--- src/hdl/assert_macros.svh ---
// Assertion macros shared by the digest cache RTL.
`ifndef ASSERT_MACROS_SVH
`define ASSERT_MACROS_SVH

`ifndef SYNTH
`define ASSERT_CLK(lbl, clk_i, rst_ni, prop, msg) \
  lbl: assert property (@(posedge clk_i) disable iff (!rst_ni) prop) \
    else $error(msg);
`define ASSERT_NO_RST(lbl, clk_i, prop, msg) \
  lbl: assert property (@(posedge clk_i) prop) \
    else $error(msg);
`else
`define ASSERT_CLK(lbl, clk_i, rst_ni, prop, msg)
`define ASSERT_NO_RST(lbl, clk_i, prop, msg)
`endif

`endif

--- src/hdl/dmdc_pkg.sv ---
// Shared types and constants of the digest cache.
`timescale 1ns / 1ps

package dmdc_pkg;

  localparam int SLOTS_DEF         = 4096;
  localparam int SLOT_COUNT_W      = 13;
  localparam logic [SLOT_COUNT_W-1:0] SLOT_COUNT_RST = 13'd4096;
  localparam int KEY_W             = 64;
  localparam int KEY_WORDS         = 4;
  localparam int TAG_W             = KEY_W * KEY_WORDS;
  localparam int HASH_W            = 16;
  localparam int REM_BITS_PER_STEP = 4;
  localparam int REM_STEPS         = HASH_W / REM_BITS_PER_STEP;
  localparam int REM_STEP_W        = $clog2(REM_STEPS);
  localparam int FUNC_W            = 2;
  localparam int CNT_W             = 32;
  localparam int OUT_W             = 72;

  typedef enum logic [FUNC_W-1:0] {
    FUNC_LOOKUP = 2'd0,
    FUNC_INSERT = 2'd1,
    FUNC_CLEAR  = 2'd2
  } func_t;

  typedef struct packed {
    logic             valid;
    logic [TAG_W-1:0] tag;
  } entry_t;

endpackage

--- src/hdl/dmdc_urem.sv ---
// Iterative remainder of the 16-bit slot hash by the slot count, four bits a cycle.
`timescale 1ns / 1ps
`include "assert_macros.svh"

module dmdc_urem (
  input  logic                                 clk,
  input  logic                                 rst_n,
  input  logic                                 start,
  input  logic [dmdc_pkg::HASH_W-1:0]          dividend,
  input  logic [dmdc_pkg::SLOT_COUNT_W-1:0]    divisor,
  output logic                                 done,
  output logic [dmdc_pkg::SLOT_COUNT_W-1:0]    remainder
);

  localparam int RW = dmdc_pkg::SLOT_COUNT_W;
  localparam int BS = dmdc_pkg::REM_BITS_PER_STEP;
  localparam int HW = dmdc_pkg::HASH_W;

  logic                             busy_r;
  logic                             done_r;
  logic [dmdc_pkg::REM_STEP_W-1:0]  step_r;
  logic [HW-1:0]                    quot_r;
  logic [RW-1:0]                    rem_r;
  logic [RW-1:0]                    div_r;
  logic [RW-1:0]                    rem_nxt;

  always_comb begin
    logic [RW:0]   t;
    logic [RW-1:0] v;
    v = rem_r;
    for (int k = 0; k < BS; k++) begin
      t = {v, quot_r[HW-1-k]};
      if (t >= {1'b0, div_r}) begin
        v = RW'(t - {1'b0, div_r});
      end else begin
        v = t[RW-1:0];
      end
    end
    rem_nxt = v;
  end

  always_ff @(posedge clk) begin
    if (!rst_n) begin
      busy_r <= 1'b0;
      done_r <= 1'b0;
      step_r <= '0;
    end else begin
      if (start) begin
        busy_r <= 1'b1;
        done_r <= 1'b0;
        step_r <= '0;
        quot_r <= dividend;
        rem_r  <= '0;
        div_r  <= divisor;
      end else if (busy_r) begin
        quot_r <= quot_r << BS;
        rem_r  <= rem_nxt;
        step_r <= step_r + 1'b1;
        if (step_r == dmdc_pkg::REM_STEP_W'(dmdc_pkg::REM_STEPS - 1)) begin
          busy_r <= 1'b0;
          done_r <= 1'b1;
        end else begin
          done_r <= 1'b0;
        end
      end else begin
        done_r <= 1'b0;
      end
    end
  end

  assign done      = done_r;
  assign remainder = rem_r;

  `ASSERT_CLK(a_start_when_free, clk, rst_n, start |-> !busy_r, "remainder unit restarted while busy")

endmodule

--- config.mk ---
export PLATFORM = sky130hd
export DESIGN_NAME = dmdc_urem
export DESIGN_NICKNAME = d
export VERILOG_FILES = /design/src/hdl/dmdc_pkg.sv /design/src/hdl/dmdc_urem.sv
export VERILOG_INCLUDE_DIRS = /design/src /design/src/hdl
export SDC_FILE = /design/constraint.sdc
export NUM_CORES = 1
export LEC_CHECK = 0
export ABC_CLOCK_PERIOD_IN_PS = 9750
export BUFFER_PORTS_ARGS = -buffer_cell sky130_fd_sc_hd__clkbuf_2
export CORE_MARGIN = 5
export CORE_UTILIZATION = 34
export DETAILED_ROUTE_END_ITERATION = 7
export PLACE_DENSITY = 0.55
export SLEW_MARGIN = 10
export SYNTH_ARGS = -nofsm -noshare
export SYNTH_HDL_FRONTEND = slang
export SYNTH_SLANG_ARGS = --single-unit
--- constraint.sdc ---
create_clock -name clk -period 9.75 [get_ports clk]
set_input_delay 1.95 -clock clk [delete_from_list [all_inputs] [get_ports clk]]
set_output_delay 1.95 -clock clk [all_outputs]
set_load 0.05 [all_outputs]
==> flow_summary.toml, run 1 <==
[synth]
synth_top_family_by_area = "compound AO/OA/AOI/OAI gates"
synth.distinct_cells = 62
syn_area_per_cell_um2 = 8.69
synth_ff_type = "edfxtp_1"
synth_compound_area_share_pct = 23.0
yosysMostFrequentCell = "ha_1"
synth_top_area_cell = "edfxtp_1"
synth_area_leaders = "edfxtp_1, ha_1, mux2i_1"
synth_adder_area_share_pct = 14.9
syn_inst = 574
synth_common_cells = "ha_1, inv_1, edfxtp_1, nand2_1, nor2_1"
synth_edf_count = 42
yosysSeqAreaShare_pct = 26.9
synthMuxAreaShare_pct = 7.60
ys_async_sr_fraction_pct = 0
syn_area_um2 = 4990
synth.net_count = 663
synthSimpleGateAreaFrac_pct = 17.8
ys_seq_elements = 46
ys.warnings.count = 0
synth_top_area_share_pct = 25.3
synth_xor_area_share_pct = 4.91

[critical_path]
rr_worst_depth = 40
worst_path_most_repeated_cell = "a21oi_1"
critPathRequiredTime_ns = 9.87
cp_slowest_stage_delay_ns = 0.47
critPathMaxFanout = 22
worst-endpoint-arrival_ns = 9.39
start_kind = "flip-flop"
end_kind = "flip-flop"
slowest_stage = "edfxtp_1"
critPathKind = "reg2reg"

[sta]
timing.final.crit_share_pct = 95.0
max_freq_mhz = 108
fin_worst_skew_ns = 0.0109
hold_viol_final = 0
layout_min_cycle_time_ns = 9.26
setup_viol = 0
worst_pin_slew_ns = 0.838
slew_violations = 0
relSlewSlack_pct = 42.7

[clock_tree]
clock-sinks = 46
cts_tree = "built"
clk_latency_ns = 0.30
path_clk_slew_ns = 0.07
cts_buffer_depth = 2
cts.htree.levels = 2
cts-root-buf = "clkbuf_16"
holdBufCountCts = 0
cts_made_buffers = 5

[final_layout]
area_growth_pct = 16.9
fin_nets = 723
seq_area_um2 = 1340
multiInputGateArea_um2 = 3500
fillers = 1475
layout-drive-gt1-share_pct = 19.8
insertedDiodeCount = 0
fin_cells = 819

[floorplan]
num_io_pins = 46
core_area_um2 = 14500
rows = 44
die_h_um = 131
die-area_um2 = 17200
start_util_pct = 34.5
die_width_um = 131

[routing]
first_pass_iters = 5
drc = 0
viasPerCell = 5.74
vias = 4699
wl_per_cell_um = 19.6
drt_iter0_markers = 344
ant_nets = 0
wl_um = 16000

[global_route]
grt_pass1_vias = 4442
antenna_found_initial = 1
grt_usage_pct = 17.9
grt-ovfl-total = 0
grt_pass1_wl_um = 24900
grt_max_degree = 30

[run]
timing.max_cap.violations = 0

[placed_design]
port_buffers = 45
dp_hpwl_um = 13100
place_congestion = 0.994
dp.cells = 806

[status]
status = "complete, no violations"

[min_path]
hold_class = "reg2reg"
holdPathStages = 2
-- area by class of cell --
class / count / share of cell area (%)
inverter: 46 / 2.96
clock buffer: 5 / 2.14
timing repair buffer: 70 / 7.57
multi-input combinational: 465 / 60.0
sequential: 46 / 23.0
clock inverter: 3 / 0.365
tap: 184 / 3.95
-- placed cells by master, fill, tap and decap left out, types with 4 or more instances in the layout --
cell type / netlist / final
nand3_1: 10 / 10
fa_1: 4 / 4
clkbuf_2: 0 / 45
ha_1: 53 / 53
nor2_1: 42 / 42
o31a_1: 5 / 5
a21oi_1: 33 / 32
edfxtp_1: 42 / 42
nor2b_1: 9 / 8
clkbuf_16: 0 / 5
inv_1: 46 / 46
o211ai_1: 6 / 6
o32ai_1: 7 / 6
buf_4: 0 / 22
dfxtp_1: 4 / 4
nand2_1: 42 / 42
nand4_1: 8 / 8
a211o_1: 4 / 4
o21ai_0: 41 / 38
a211oi_1: 12 / 9
mux2i_1: 21 / 19
xnor2_1: 22 / 22
o21a_1: 11 / 10
nor3_1: 15 / 15
nand2b_1: 7 / 7
and2_1: 7 / 7
a211oi_2: 1 / 4
or3_1: 10 / 10
a21o_1: 10 / 10
xor2_1: 6 / 6
or2_2: 12 / 12
o21ai_1: 2 / 4
mux2_2: 14 / 14
-- flip-flops by register name, indices dropped and copies added, names as in the netlist --
| name | count |
|---|---|
| quot_r | 16 |
| div_r | 13 |
| remainder | 13 |
| step_r | 2 |
| busy_r | 1 |
| done | 1 |
-- kinds of logic (layout without fill, tap and decap cells) --
family | Yosys count | after routing
AO/OA/AOI/OAI | 167 | 167
adder cells (fa/ha/maj) | 57 | 57
buffers and inverters | 63 | 124
AND/OR/NAND/NOR | 177 | 177
multiplexers | 36 | 36
XOR/XNOR | 28 | 28
flip-flops | 46 | 46
-- layer usage --
metal	wire length, um	GRT usage [%]	vias up
met5	13	0	-
met4	585	6.12	2
met2	7160	28.0	187
met1	7220	25.0	2218
met3	1050	2.87	37
li1	-	-	2255
-- final timing paths --
path                                      to      from  slack [ns]
worst max-delay path            remainder[6]  div_r[0]        0.49
worst min-delay path                    done    busy_r        0.50
worst max register to register  remainder[6]  div_r[0]        0.49
worst min register to register          done    busy_r        0.50
-- per-stage QoR --
stage / worst slack (ns) / TNS (ns) / utilization [%] / instance area, um2 / hold WS, ns
after floorplan: 0.0438 / 0 / - / 5000 / 0.460
after global placement: 0.0413 / 0 / 38.4 / 5560 / 0.480
after detailed placement: -0.266 / -2.47 / 38.4 / 5560 / 0.492
after CTS: 0.0527 / 0 / 39.5 / 5710 / 0.501
after global routing: -0.000445 / -0.000814 / 40.3 / 5830 / 0.532
final: 0.490 / 0 / 40.3 / 5830 / 0.498
-- worst max-delay path: cells and delay by family (launching register included) --
| kind | cells | cell delay [ns] |
|---|---|---|
| compound gates | 22 | 4.93 |
| flops | 1 | 0.47 |
| fa+ha+maj | 5 | 1.50 |
| buf+inv | 6 | 0.90 |
| mux | 1 | 0.25 |
| simple gates | 6 | 1.02 |
-- what timing repair did --
| item | CTS | global route |
|---|---|---|
| gates cloned | 0 | 0 |
| buffers inserted | 0 | 5 |
| pin swaps | 0 | 1 |
| gates resized for setup | 4 | 22 |
| endpoints found under the setup margin | 13 | 13 |
Power of run 1 is left out: the tool's default activity adds up to more than one toggle a clock period on the data nets, which glitch-free logic cannot reach.
==> run 2: changes to the inputs <==
--- a/config.mk
+++ b/config.mk
@@ -6,12 +6,12 @@
 export SDC_FILE = /design/constraint.sdc
 export NUM_CORES = 1
 export LEC_CHECK = 0
-export ABC_CLOCK_PERIOD_IN_PS = 9750
+export ABC_CLOCK_PERIOD_IN_PS = 11300
 export BUFFER_PORTS_ARGS = -buffer_cell sky130_fd_sc_hd__clkbuf_2
 export CORE_MARGIN = 5
 export CORE_UTILIZATION = 34
 export DETAILED_ROUTE_END_ITERATION = 7
-export PLACE_DENSITY = 0.55
+export PLACE_DENSITY = 0.54
 export SLEW_MARGIN = 10
 export SYNTH_ARGS = -nofsm -noshare
 export SYNTH_HDL_FRONTEND = slang
==> constraint.sdc (replaced) <==
create_clock -name clk -period 11.3 [get_ports clk]
set_input_delay 2.26 -clock clk [delete_from_list [all_inputs] [get_ports clk]]
set_output_delay 2.26 -clock clk [all_outputs]
set_load 0.05 [all_outputs]
==> run 2 against run 1 <==
  * Global-route usage grew 0.28 points
  * Worst setup slack gained 0.19 ns
  * Via count shrank 1.5%
  * Register-to-register slack gained 0.19 ns
  * Count of clock-buffer cells in the layout grew 1
  * Clock skew shrank 0.0035 ns
  * Non-clock buffer count shrank 14
==> flow_summary.toml, run 2 (synthesized netlist as in run 1, its figures left out) <==
[clock_tree]
cts_resized = 0
post_cts_buffers = 0
cts-root-buf = "clkbuf_16"
cts_made_buffers = 5
cts_tree = "built"
clock-sinks = 46
cts.htree.levels = 2
cts_buffer_depth = 2
path_clk_slew_ns = 0.07
holdBufCountCts = 0
clk_latency_ns = 0.29

[sta]
layout_min_cycle_time_ns = 10.62
worst_pin_slew_ns = 0.747
setup_viol = 0
max_freq_mhz = 94.2
slew_violations = 0
tns_ns = 0
hold_viol_final = 0
fin_worst_skew_ns = 0.00735
relSlewSlack_pct = 48.9
timing.final.crit_share_pct = 93.9
rsz0062_at_grt = "false"

[floorplan]
rows = 44
start_util_pct = 34.5
die_width_um = 131
die-area_um2 = 17200
die_h_um = 131
core_area_um2 = 14500
num_io_pins = 46

[critical_path]
critPathRequiredTime_ns = 11.32
timing.rr.end = "remainder[0]"
slowest_stage = "o31ai_4"
worst-endpoint-arrival_ns = 10.64
critPathMaxFanout = 13
rr_worst_depth = 39
r2r_start = "div_r[7]"
end_kind = "flip-flop"
r2r_setup_slack_ns = 0.68
start_kind = "flip-flop"
worst_path_most_repeated_cell = "a21oi_1"
critPathKind = "reg2reg"
cp_slowest_stage_delay_ns = 0.49

[global_route]
grt_pass1_wl_um = 25100
antenna_found_initial = 0
grt_usage_pct = 18.2
grt_max_degree = 30
grt_pass1_vias = 4509
grt-ovfl-total = 0

[final_layout]
largest_reg_flops = 16
fillers = 1484
layout-drive-gt1-share_pct = 15.3
regMostFlops = "quot_r"
final_common_cell = "ha_1"
insertedDiodeCount = 0
seq_area_um2 = 1340
area_growth_pct = 13.2
multiInputGateArea_um2 = 3430
final_cell_mix = "ha_1, inv_1, clkbuf_2"
fin_nets = 709

[routing]
first_pass_iters = 5
drt_iter0_markers = 349
viasPerCell = 5.75
drc = 0
wl_um = 16100
vias = 4629
wl_per_cell_um = 20.0
ant_nets = 0

[min_path]
hold_path_end = "done"
hold_class = "reg2reg"
holdPathStages = 2
hold_start = "busy_r"

[placed_design]
dp_hpwl_um = 13000
place_congestion = 1.01
port_buffers = 45

[run]
timing.max_cap.violations = 0

[status]
status = "complete, no violations"
## run 2: cell count changes in the layout (fill, tap and decap cells not counted), moves of 2 or more
cell and delta:
a211oi_1 +3, mux2i_2 -2, o31ai_4 +2, a2111oi_0 +2, o31ai_2 -2, buf_12 -2
o21ai_0 +3, buf_4 -11, a211oi_2 -3, o21ai_1 -2, a21boi_0 +2, mux2i_1 +2
## run 2: how the worst max path moves through the flow
stage	from	to
floorplan	remainder[4]	remainder[0]
global placement	div_r[7]	remainder[0]
detailed placement	div_r[7]	remainder[0]
CTS	div_r[7]	remainder[0]
global route	div_r[7]	remainder[0]
finish	div_r[7]	remainder[0]
## run 2: metrics by stage
step	cells	hold slack (ns)	instance area, um2	worst slack (ns)	utilization, %
global placement	797	0.477	5460	0.487	37.7
global route	805	0.520	5650	0.00710	39.0
floorplan	574	0.460	4990	1.25	-
CTS	805	0.490	5620	0.346	38.8
finish	805	0.494	5650	0.685	39.0
detailed placement	797	0.479	5460	0.435	37.7
## run 2: worst max-delay path, delay by kind of cell, from the launching register on
kind            cells  cell delay, ns
flops               1            0.36
buf+inv             5            1.03
compound gates     22            5.91
fa+ha+maj           4            1.23
simple gates        6            0.93
mux                 2            0.88
## run 2: area by class of cell
cell class	count	area share [%]
sequential	46	23.8
inverter	46	3.06
clock buffer	6	2.28
tap	184	4.08
clock inverter	2	0.665
multi-input combinational	465	60.7
timing repair buffer	56	5.45
## run 2: layer usage
layer  share of wire (%)  track usage [%]  routed length [um]
met1                  45             24.9                7240
met2                  46             29.3                7460
met4                 2.5             5.66                 408
met3                 6.3             2.98                1010
met5                   0                0                   0
Power of run 2 is left out for the same reason.
